**src/idu_pkg.sv**
```systemverilog
`timescale 1ns / 1ps
// ----------------------------------------------------------------------------
// idu_pkg: shared types and constants of the impact detector
// Configuration, item, result and state records, register indexes and the
// fixed-point constants of the averaging and flash logic.
// ----------------------------------------------------------------------------
package idu_pkg;

   // configuration register indexes
   localparam logic [1:0] CSR_IMPACT_THRESHOLD  = 2'd0;
   localparam logic [1:0] CSR_MIN_INTERVAL_MS   = 2'd1;
   localparam logic [1:0] CSR_FLASH_DURATION_MS = 2'd2;

   localparam logic [15:0] THRESHOLD_RESET = 16'd3840;
   localparam logic [15:0] INTERVAL_RESET  = 16'd40;
   localparam logic [15:0] DURATION_RESET  = 16'd1400;

   localparam logic [15:0] AVG_RESET = 16'd2511;
   localparam logic [7:0]  AVG_KEEP  = 8'd179;
   localparam logic [7:0]  AVG_NEW   = 8'd77;
   localparam logic [24:0] AVG_ROUND = 25'd128;

   localparam logic [7:0] LED_FLASH = 8'd255;
   localparam logic [7:0] LED_WARN  = 8'd60;
   localparam logic [7:0] LED_OFF   = 8'd0;

   // floor(x / 5) = (x * DIV5_RECIP) >> DIV5_SHIFT for x below 4096
   localparam logic [11:0] DIV5_RECIP = 12'd3277;
   localparam int          DIV5_SHIFT = 14;

   typedef struct packed {
      logic [15:0] impact_threshold;
      logic [15:0] min_interval_ms;
      logic [15:0] flash_duration_ms;
   } idu_cfg_type;

   typedef struct packed {
      logic [15:0] sample_mag;
      logic [31:0] now_ms;
      logic        select_pressed;
      logic        select_long;
   } idu_item_type;

   typedef struct packed {
      logic        stay;
      logic        processed;
      logic [7:0]  led_level;
      logic [15:0] smooth_mag;
      logic [15:0] peak_mag;
      logic        event_active;
      logic        flash_on;
      logic        new_impact;
      logic [1:0]  log_slot;
      logic [15:0] impact_count;
   } idu_result_type;

   typedef struct packed {
      logic [15:0] avg_mag;
      logic [15:0] peak_hold;
      logic [31:0] last_update_ms;
      logic        event_on;
      logic [31:0] event_start_ms;
      logic [15:0] count_impacts;
      logic [7:0]  led_hold;
   } idu_state_type;

endpackage

```
**src/idu_if.sv**
```systemverilog
`timescale 1ns / 1ps
// ----------------------------------------------------------------------------
// idu_if: valid/ready channels of the impact detector
// Sample request channel and result channel, each with source and sink views.
// ----------------------------------------------------------------------------
interface idu_req_if;
   logic        valid;
   logic        ready;
   logic [15:0] sample_mag;
   logic [31:0] now_ms;
   logic        select_pressed;
   logic        select_long;

   modport source (output valid, output sample_mag, output now_ms,
                   output select_pressed, output select_long, input ready);
   modport sink   (input valid, input sample_mag, input now_ms,
                   input select_pressed, input select_long, output ready);
endinterface

interface idu_rsp_if;
   logic        valid;
   logic        ready;
   logic        stay;
   logic        processed;
   logic [7:0]  led_level;
   logic [15:0] smooth_mag;
   logic [15:0] peak_mag;
   logic        event_active;
   logic        flash_on;
   logic        new_impact;
   logic [1:0]  log_slot;
   logic [15:0] impact_count;

   modport source (output valid, output stay, output processed, output led_level,
                   output smooth_mag, output peak_mag, output event_active,
                   output flash_on, output new_impact, output log_slot,
                   output impact_count, input ready);
   modport sink   (input valid, input stay, input processed, input led_level,
                   input smooth_mag, input peak_mag, input event_active,
                   input flash_on, input new_impact, input log_slot,
                   input impact_count, output ready);
endinterface

```
**src/idu_step.sv**
```systemverilog
`timescale 1ns / 1ps
// ----------------------------------------------------------------------------
// idu_step: one sample update of the impact detector
// Interval check, averaging, peak hold, event start/end, flash phase and LED.
// ----------------------------------------------------------------------------
module idu_step
   import idu_pkg::*;
#(
   parameter int LOG_DEPTH = 4,
   parameter int SLOT_W    = 2
) (
   input  idu_cfg_type    cfg,
   input  idu_state_type  state,
   input  logic [SLOT_W-1:0] slot_cur,
   input  idu_item_type   item,
   output idu_state_type  state_next,
   output logic [SLOT_W-1:0] slot_next,
   output idu_result_type result
);

   localparam logic [SLOT_W-1:0] SLOT_LAST = SLOT_W'(LOG_DEPTH - 1);

   logic [31:0] since_last;
   logic        skip;
   logic [23:0] avg_keep_prod;
   logic [23:0] avg_new_prod;
   logic [24:0] avg_sum;
   logic [15:0] avg_upd;
   logic [15:0] peak_upd;
   logic        start;
   logic        ev_run;
   logic [31:0] start_ms;
   logic [31:0] elapsed;
   logic        in_flash;
   logic [23:0] phase_prod;
   logic        flash;
   logic [23:0] warn_prod;
   logic [15:0] warn_level;
   logic [7:0]  led;
   logic [SLOT_W+1:0] slot_wide;

   assign since_last    = item.now_ms - state.last_update_ms;
   assign skip          = since_last < {16'd0, cfg.min_interval_ms};
   assign avg_keep_prod = state.avg_mag * AVG_KEEP;
   assign avg_new_prod  = item.sample_mag * AVG_NEW;
   assign avg_sum       = {1'b0, avg_keep_prod} + {1'b0, avg_new_prod} + AVG_ROUND;
   assign avg_upd       = avg_sum[23:8];
   assign peak_upd      = (item.sample_mag > state.peak_hold) ? item.sample_mag
                                                              : state.peak_hold;
   assign start         = (item.sample_mag > cfg.impact_threshold) && !state.event_on;
   assign ev_run        = state.event_on || start;
   assign start_ms      = start ? item.now_ms : state.event_start_ms;
   assign elapsed       = item.now_ms - start_ms;
   assign in_flash      = elapsed < {16'd0, cfg.flash_duration_ms};
   // elapsed fits 16 bits while flashing; phase = (elapsed >> 4) / 5
   assign phase_prod    = elapsed[15:4] * DIV5_RECIP;
   assign flash         = ev_run && in_flash && !phase_prod[DIV5_SHIFT];
   assign warn_prod     = cfg.impact_threshold * AVG_KEEP;
   assign warn_level    = warn_prod[23:8];
   assign slot_wide     = {2'b00, slot_cur};

   always_comb begin
      if (ev_run && in_flash) begin
         led = flash ? LED_FLASH : LED_OFF;
      end else begin
         led = (avg_upd > warn_level) ? LED_WARN : LED_OFF;
      end
   end

   always_comb begin
      state_next          = state;
      slot_next           = slot_cur;
      result.stay         = 1'b1;
      result.processed    = 1'b0;
      result.led_level    = state.led_hold;
      result.smooth_mag   = state.avg_mag;
      result.peak_mag     = state.peak_hold;
      result.event_active = state.event_on;
      result.flash_on     = 1'b0;
      result.new_impact   = 1'b0;
      result.log_slot     = 2'd0;
      result.impact_count = state.count_impacts;
      if (item.select_long) begin
         state_next.led_hold = LED_OFF;
         result.stay         = 1'b0;
         result.led_level    = LED_OFF;
      end else if (!skip) begin
         state_next.last_update_ms = item.now_ms;
         state_next.avg_mag        = avg_upd;
         state_next.peak_hold      = item.select_pressed ? 16'd0 : peak_upd;
         state_next.event_on       = ev_run && in_flash;
         state_next.event_start_ms = start_ms;
         state_next.led_hold       = led;
         if (start) begin
            state_next.count_impacts = state.count_impacts + 16'd1;
            // keep the slot equal to the count modulo the ring depth
            if (state.count_impacts == 16'hFFFF || slot_cur == SLOT_LAST) begin
               slot_next = '0;
            end else begin
               slot_next = slot_cur + 1'b1;
            end
         end
         result.processed    = 1'b1;
         result.led_level    = led;
         result.smooth_mag   = avg_upd;
         result.peak_mag     = peak_upd;
         result.event_active = ev_run && in_flash;
         result.flash_on     = flash;
         result.new_impact   = start;
         result.log_slot     = start ? slot_wide[1:0] : 2'd0;
         result.impact_count = state_next.count_impacts;
      end
   end

endmodule

```
**src/impact_detector_unit.sv**
```systemverilog
`timescale 1ns / 1ps
// ----------------------------------------------------------------------------
// impact_detector_unit: acceleration impact detector
// Averages magnitude samples, holds the peak, detects impact events, and
// drives a flashing/warning LED level; one result word per sample word.
// ----------------------------------------------------------------------------
//  channel   dir   handshake      payload
//  req_chan  in    valid/ready    sample_mag, now_ms, select_pressed, select_long
//  rsp_chan  out   valid/ready    stay .. impact_count (one word per request)
//  csr_*     in    write enable   csr_index, csr_data (16 bits)
//
//  One word per cycle unless the result stalls; a word passes the input
//  register, then the output register. The state update is done in the
//  cycle a word leaves the input register, so the next word sees it at
//  once. Reset restores the register defaults and the detector state. A
//  stalled result holds the output register and, behind it, one input word.
// ----------------------------------------------------------------------------
module impact_detector_unit
   import idu_pkg::*;
#(
   parameter int LOG_DEPTH = 4
) (
   input  logic        clock,
   input  logic        reset,
   idu_req_if.sink     req_chan,
   idu_rsp_if.source   rsp_chan,
   input  logic        csr_write_en,
   input  logic [1:0]  csr_index,
   input  logic [15:0] csr_data
);

   localparam int SLOT_W = (LOG_DEPTH > 1) ? $clog2(LOG_DEPTH) : 1;

   idu_cfg_type       cfg_ff;
   idu_state_type     state_ff;
   idu_state_type     state_in;
   logic [SLOT_W-1:0] slot_ff;
   logic [SLOT_W-1:0] slot_in;
   idu_item_type      item_ff;
   logic              item_valid_ff;
   idu_result_type    result_in;
   idu_result_type    result_ff;
   logic              result_valid_ff;
   logic              advance;

   // move the held word into the result register when it is free
   assign advance        = item_valid_ff && (!result_valid_ff || rsp_chan.ready);
   assign req_chan.ready = !item_valid_ff || advance;

   always_ff @(posedge clock) begin
      if (reset) begin
         cfg_ff.impact_threshold  <= THRESHOLD_RESET;
         cfg_ff.min_interval_ms   <= INTERVAL_RESET;
         cfg_ff.flash_duration_ms <= DURATION_RESET;
      end else if (csr_write_en) begin
         case (csr_index)
            CSR_IMPACT_THRESHOLD:  cfg_ff.impact_threshold  <= csr_data;
            CSR_MIN_INTERVAL_MS:   cfg_ff.min_interval_ms   <= csr_data;
            CSR_FLASH_DURATION_MS: cfg_ff.flash_duration_ms <= csr_data;
            default: ;
         endcase
      end
   end

   always_ff @(posedge clock) begin
      if (req_chan.valid && req_chan.ready) begin
         item_ff.sample_mag     <= req_chan.sample_mag;
         item_ff.now_ms         <= req_chan.now_ms;
         item_ff.select_pressed <= req_chan.select_pressed;
         item_ff.select_long    <= req_chan.select_long;
      end
   end

   always_ff @(posedge clock) begin
      if (reset) begin
         item_valid_ff <= 1'b0;
      end else if (req_chan.ready) begin
         item_valid_ff <= req_chan.valid;
      end
   end

   idu_step #(
      .LOG_DEPTH (LOG_DEPTH),
      .SLOT_W    (SLOT_W)
   ) u_step (
      .cfg        (cfg_ff),
      .state      (state_ff),
      .slot_cur   (slot_ff),
      .item       (item_ff),
      .state_next (state_in),
      .slot_next  (slot_in),
      .result     (result_in)
   );

   always_ff @(posedge clock) begin
      if (reset) begin
         state_ff.avg_mag        <= AVG_RESET;
         state_ff.peak_hold      <= '0;
         state_ff.last_update_ms <= '0;
         state_ff.event_on       <= 1'b0;
         state_ff.event_start_ms <= '0;
         state_ff.count_impacts  <= '0;
         state_ff.led_hold       <= '0;
         slot_ff                 <= '0;
      end else if (advance) begin
         state_ff <= state_in;
         slot_ff  <= slot_in;
      end
   end

   always_ff @(posedge clock) begin
      if (advance) begin
         result_ff <= result_in;
      end
   end

   always_ff @(posedge clock) begin
      if (reset) begin
         result_valid_ff <= 1'b0;
      end else if (advance) begin
         result_valid_ff <= 1'b1;
      end else if (rsp_chan.ready) begin
         result_valid_ff <= 1'b0;
      end
   end

   assign rsp_chan.valid        = result_valid_ff;
   assign rsp_chan.stay         = result_ff.stay;
   assign rsp_chan.processed    = result_ff.processed;
   assign rsp_chan.led_level    = result_ff.led_level;
   assign rsp_chan.smooth_mag   = result_ff.smooth_mag;
   assign rsp_chan.peak_mag     = result_ff.peak_mag;
   assign rsp_chan.event_active = result_ff.event_active;
   assign rsp_chan.flash_on     = result_ff.flash_on;
   assign rsp_chan.new_impact   = result_ff.new_impact;
   assign rsp_chan.log_slot     = result_ff.log_slot;
   assign rsp_chan.impact_count = result_ff.impact_count;

endmodule
```
**src/flat_wrapper.sv**
```systemverilog
// flat-port wrapper written by rule: the top's interface ports become plain ports
module impact_detector_unit_flat import idu_pkg::*;
#(
   parameter int LOG_DEPTH = 4
)
  (clock, reset, csr_write_en, csr_index, csr_data, req_chan_valid, req_chan_sample_mag, req_chan_now_ms, req_chan_select_pressed, req_chan_select_long, req_chan_ready, rsp_chan_valid, rsp_chan_stay, rsp_chan_processed, rsp_chan_led_level, rsp_chan_smooth_mag, rsp_chan_peak_mag, rsp_chan_event_active, rsp_chan_flash_on, rsp_chan_new_impact, rsp_chan_log_slot, rsp_chan_impact_count, rsp_chan_ready);
  idu_req_if req_chan_i ();
  idu_rsp_if rsp_chan_i ();
  input  logic clock;
  input  logic reset;
  input  logic csr_write_en;
  input  logic [1:0] csr_index;
  input  logic [15:0] csr_data;
  input wire logic [$bits(req_chan_i.valid)-1:0] req_chan_valid;
  input wire logic [$bits(req_chan_i.sample_mag)-1:0] req_chan_sample_mag;
  input wire logic [$bits(req_chan_i.now_ms)-1:0] req_chan_now_ms;
  input wire logic [$bits(req_chan_i.select_pressed)-1:0] req_chan_select_pressed;
  input wire logic [$bits(req_chan_i.select_long)-1:0] req_chan_select_long;
  output wire logic [$bits(req_chan_i.ready)-1:0] req_chan_ready;
  output wire logic [$bits(rsp_chan_i.valid)-1:0] rsp_chan_valid;
  output wire logic [$bits(rsp_chan_i.stay)-1:0] rsp_chan_stay;
  output wire logic [$bits(rsp_chan_i.processed)-1:0] rsp_chan_processed;
  output wire logic [$bits(rsp_chan_i.led_level)-1:0] rsp_chan_led_level;
  output wire logic [$bits(rsp_chan_i.smooth_mag)-1:0] rsp_chan_smooth_mag;
  output wire logic [$bits(rsp_chan_i.peak_mag)-1:0] rsp_chan_peak_mag;
  output wire logic [$bits(rsp_chan_i.event_active)-1:0] rsp_chan_event_active;
  output wire logic [$bits(rsp_chan_i.flash_on)-1:0] rsp_chan_flash_on;
  output wire logic [$bits(rsp_chan_i.new_impact)-1:0] rsp_chan_new_impact;
  output wire logic [$bits(rsp_chan_i.log_slot)-1:0] rsp_chan_log_slot;
  output wire logic [$bits(rsp_chan_i.impact_count)-1:0] rsp_chan_impact_count;
  input wire logic [$bits(rsp_chan_i.ready)-1:0] rsp_chan_ready;
  assign req_chan_i.valid = req_chan_valid;
  assign req_chan_i.sample_mag = req_chan_sample_mag;
  assign req_chan_i.now_ms = req_chan_now_ms;
  assign req_chan_i.select_pressed = req_chan_select_pressed;
  assign req_chan_i.select_long = req_chan_select_long;
  assign req_chan_ready = req_chan_i.ready;
  assign rsp_chan_valid = rsp_chan_i.valid;
  assign rsp_chan_stay = rsp_chan_i.stay;
  assign rsp_chan_processed = rsp_chan_i.processed;
  assign rsp_chan_led_level = rsp_chan_i.led_level;
  assign rsp_chan_smooth_mag = rsp_chan_i.smooth_mag;
  assign rsp_chan_peak_mag = rsp_chan_i.peak_mag;
  assign rsp_chan_event_active = rsp_chan_i.event_active;
  assign rsp_chan_flash_on = rsp_chan_i.flash_on;
  assign rsp_chan_new_impact = rsp_chan_i.new_impact;
  assign rsp_chan_log_slot = rsp_chan_i.log_slot;
  assign rsp_chan_impact_count = rsp_chan_i.impact_count;
  assign rsp_chan_i.ready = rsp_chan_ready;
  impact_detector_unit #(.LOG_DEPTH(LOG_DEPTH)) u_core (.clock(clock), .reset(reset), .req_chan(req_chan_i), .rsp_chan(rsp_chan_i), .csr_write_en(csr_write_en), .csr_index(csr_index), .csr_data(csr_data));
endmodule
```
**config.mk**
```make
export PLATFORM = sky130hd
export DESIGN_NAME = impact_detector_unit_flat
export DESIGN_NICKNAME = d
export VERILOG_FILES = /design/src/idu_pkg.sv /design/src/idu_if.sv /design/src/idu_step.sv /design/src/impact_detector_unit.sv /design/src/flat_wrapper.sv
export SDC_FILE = /design/constraint.sdc
export NUM_CORES = 1
export LEC_CHECK = 0
export ABC_AREA = 1
export BUFFER_PORTS_ARGS = -buffer_cell sky130_fd_sc_hd__buf_4
export CELL_PAD_IN_SITES_DETAIL_PLACEMENT = 2
export CELL_PAD_IN_SITES_GLOBAL_PLACEMENT = 2
export CORE_MARGIN = 2
export CORE_UTILIZATION = 38
export DETAILED_ROUTE_END_ITERATION = 12
export PLACE_DENSITY_LB_ADDON = 0.1
export SYNTH_ARGS = -nofsm -noshare
export SYNTH_HDL_FRONTEND = slang
export SYNTH_SLANG_ARGS = --single-unit
```
**constraint.sdc**
```tcl
create_clock -name clock -period 10.6 [get_ports clock]
set_input_delay 1.06 -clock clock [delete_from_list [all_inputs] [get_ports clock]]
set_output_delay 1.06 -clock clock [all_outputs]
set_load 0.05 [all_outputs]
```
==> reports/qor.yml <==
required_ns: 10.91
gp_congestion: 0.895
nets: 4040
r2r_setup_slack_ns: 0.91
synth.avg_cell_area_um2: 7.68
period_needed_ns: 9.69
crit_path_frequent_cell: "nand2_1"
synthMuxAreaShare_pct: 0.0391
drt-total-wl_um: 96900
setup_viol: 0
holdBufCountCts: 0
crit_family: "adder cells"
clk_pin_slew_worst_paths_ns: 0.06
final_common_cell: "nand2_1"
clock_skew_ns: 0.0163
worstSetupPathType: "reg -> reg"
cp-startpoint: "u_core.cfg_ff[37]"
clockBufferDepth: 3
cp_max_fo: 28
cap_violations: 0
ioPinCount: 138
dpl.hpwl_um: 79700
routed_via_density: 5.24
synth_nets: 3926
grt_max_degree: 85
vias: 22800
slew_viol_final: 0
grt_overflow: 0
synth_cells: 3329
cp.buffers_inverters: 7
synth_xor_area_share_pct: 2.64
first_iter_violations: 1067
clock_latency_ns: 0.56
place.port_buffers: 137
cts_max_level: 2
start_util_pct: 38.2
grt_pass1_vias: 25400
grt_setup_unrepaired: "false"
slew_headroom_pct: 30.6
cts_buffers: 38
r2r-end: "u_core.rsp_chan.led_level[5]"
grt_use_total_pct: 28.1
dieWidth_um: 263
coreArea_um2: 66900
fin_tns_setup_ns: 0
place_inst: 4276
ys_warn_count: 0
first_pass_iters: 5
synthSimpleGateAreaFrac_pct: 19.0
cp.depth: 40
slowest_delay_ns: 0.70
clock-sinks: 274
synth_top_family_by_area: "adder cells"
drtAntennaViolNets: 0
finalHoldViolCount: 0
routedWlPerCell_um: 22.3
postCtsResizedCells: 0
synth_compound_area_share_pct: 11.1
synthAdderAreaFrac_pct: 30.4
async_flop_share_pct: 0
preCtsSetupSlack_ns: 1.05
synth-seq-cells: 274
dieArea_um2: 69400
synth_edf_count: 107
layout_common_cells: "727 x nand2_1, 647 x inv_1, 361 x ha_1, 263 x nor2_1, 228 x o21ai_0"
die_h_um: 263
fmax_mhz: 103
worstSetupStartpointType: "flop"
setup_slack_ns: 0.911
synthFlopType: "dfxtp_1"
synthDistinctLibCells: 51
reg2reg_depth: 40
grt_pass1_wl_um: 150000
drc: 0
min_period_over_period_pct: 91.4
cp-end-kind: "flop"
worst_pin_slew_ns: 1.04
postCtsSetupBuffers: 0
synth_area_um2: 25600
endpoint: "u_core.rsp_chan.led_level[5]"
n_antenna_cell: 0
status: "finished, final reports clean"
cts_tree: "yes"
ctsRootBufferMaster: "clkbuf_16"
syn2layout_area_growth_pct: 11.8
reg2reg_from: "u_core.cfg_ff[37]"
ys_seq_area_share_pct: 25.6
hp-class: "reg -> reg"
grt_antenna_before_repair: 5
arrival_ns: 10.00
drive_gt1_share_pct: 6.65
rows: 95
slowest_stage: "xor2_1"
stdcell_count: 4345
final cells by class:
cell class | count | area [um^2]
inverters | 655 | 2460
clock buffers | 51 | 1050
repair buffers | 149 | 1120
fillers | 7791 | 38300
clock inverters | 18 | 143
multi-input cells | 2325 | 16200
well taps | 873 | 1090
flip-flops and latches | 274 | 6560
worst min-delay path, cell delays in order (launching register included):
cell and delay (ns):
dfxtp_1 0.29, inv_1 0.06, a21oi_1 0.06
metrics by stage:
step | utilization (%) | instance area, um^2 | hold slack (ns)
floorplan | - | 25600 | 0.427
global placement | 40.9 | 27400 | 0.434
detailed placement | 40.9 | 27400 | 0.445
CTS | 42.7 | 28600 | 0.457
global route | 42.7 | 28600 | 0.477
finish | 42.7 | 28600 | 0.452
kinds of logic after synthesis:
family,Yosys count
AO/OA/AOI/OAI,529
XOR/XNOR,77
adder cells (fa/ha/maj),524
buffers and inverters,730
flip-flops,274
multiplexers,1
AND/OR/NAND/NOR,1194
cells in the mapped netlist, types with 5 or more instances:
cell type  count  area, um^2
a21oi_1      221        1110
nand4_1       39         244
o21bai_1       6        45.0
o21ai_0      228        1140
o211ai_1      18         135
ha_1         361        4520
buf_4          8        60.1
xor2_1        56         490
o21a_1         8        60.1
edfxtp_1     107        3210
buf_6          8        90.1
nor3_1        20         100
nand3_1      114         571
nor2_1       263         987
fa_1         163        3260
inv_1        650        2440
dfxtp_1      167        3340
nand3b_1       5        37.5
xnor2_1       21         184
o21ai_1        9        45.0
a21o_1        11        82.6
clkbuf_1      44         165
a211oi_1       5        37.5
buf_2         15        75.1
a21boi_0       5        37.5
nand2_1      727        2730
worst min-delay path by stage:
stage	startpoint	end	depth (start not counted)
finish	u_core.state_ff[29]	u_core.state_ff[29]	2
global placement	u_core.state_ff[49]	u_core.state_ff[49]	2
detailed placement	u_core.state_ff[32]	u_core.state_ff[32]	2
floorplan	u_core.state_ff[26]	u_core.state_ff[26]	2
CTS	u_core.state_ff[42]	u_core.state_ff[42]	2
global route	u_core.state_ff[28]	u_core.state_ff[28]	2
flip-flops by register name (all words and copies together) (netlist names), 2 cells and up:
| signal | flops |
|---|---|
| u_core.rsp_chan.log_slot | 2 |
| u_core.slot_ff | 2 |
| u_core.rsp_chan.smooth_mag | 16 |
| u_core.rsp_chan.impact_count | 16 |
| u_core.cfg_ff | 48 |
| u_core.state_ff | 115 |
| u_core.rsp_chan.led_level | 2 |
| u_core.rsp_chan.peak_mag | 16 |
| u_core.item_ff | 50 |
metal layers:
layer	GRT usage, %	vias to the layer above	wire length, um
li1	-	10800	-
met5	0	-	26
met3	3.00	109	3030
met2	46.7	312	45300
met1	38.7	11500	46000
met4	7.41	4	2610
Power is not shown: default switching activity piles up to over one toggle a cycle in this logic, so the estimate is an artifact.
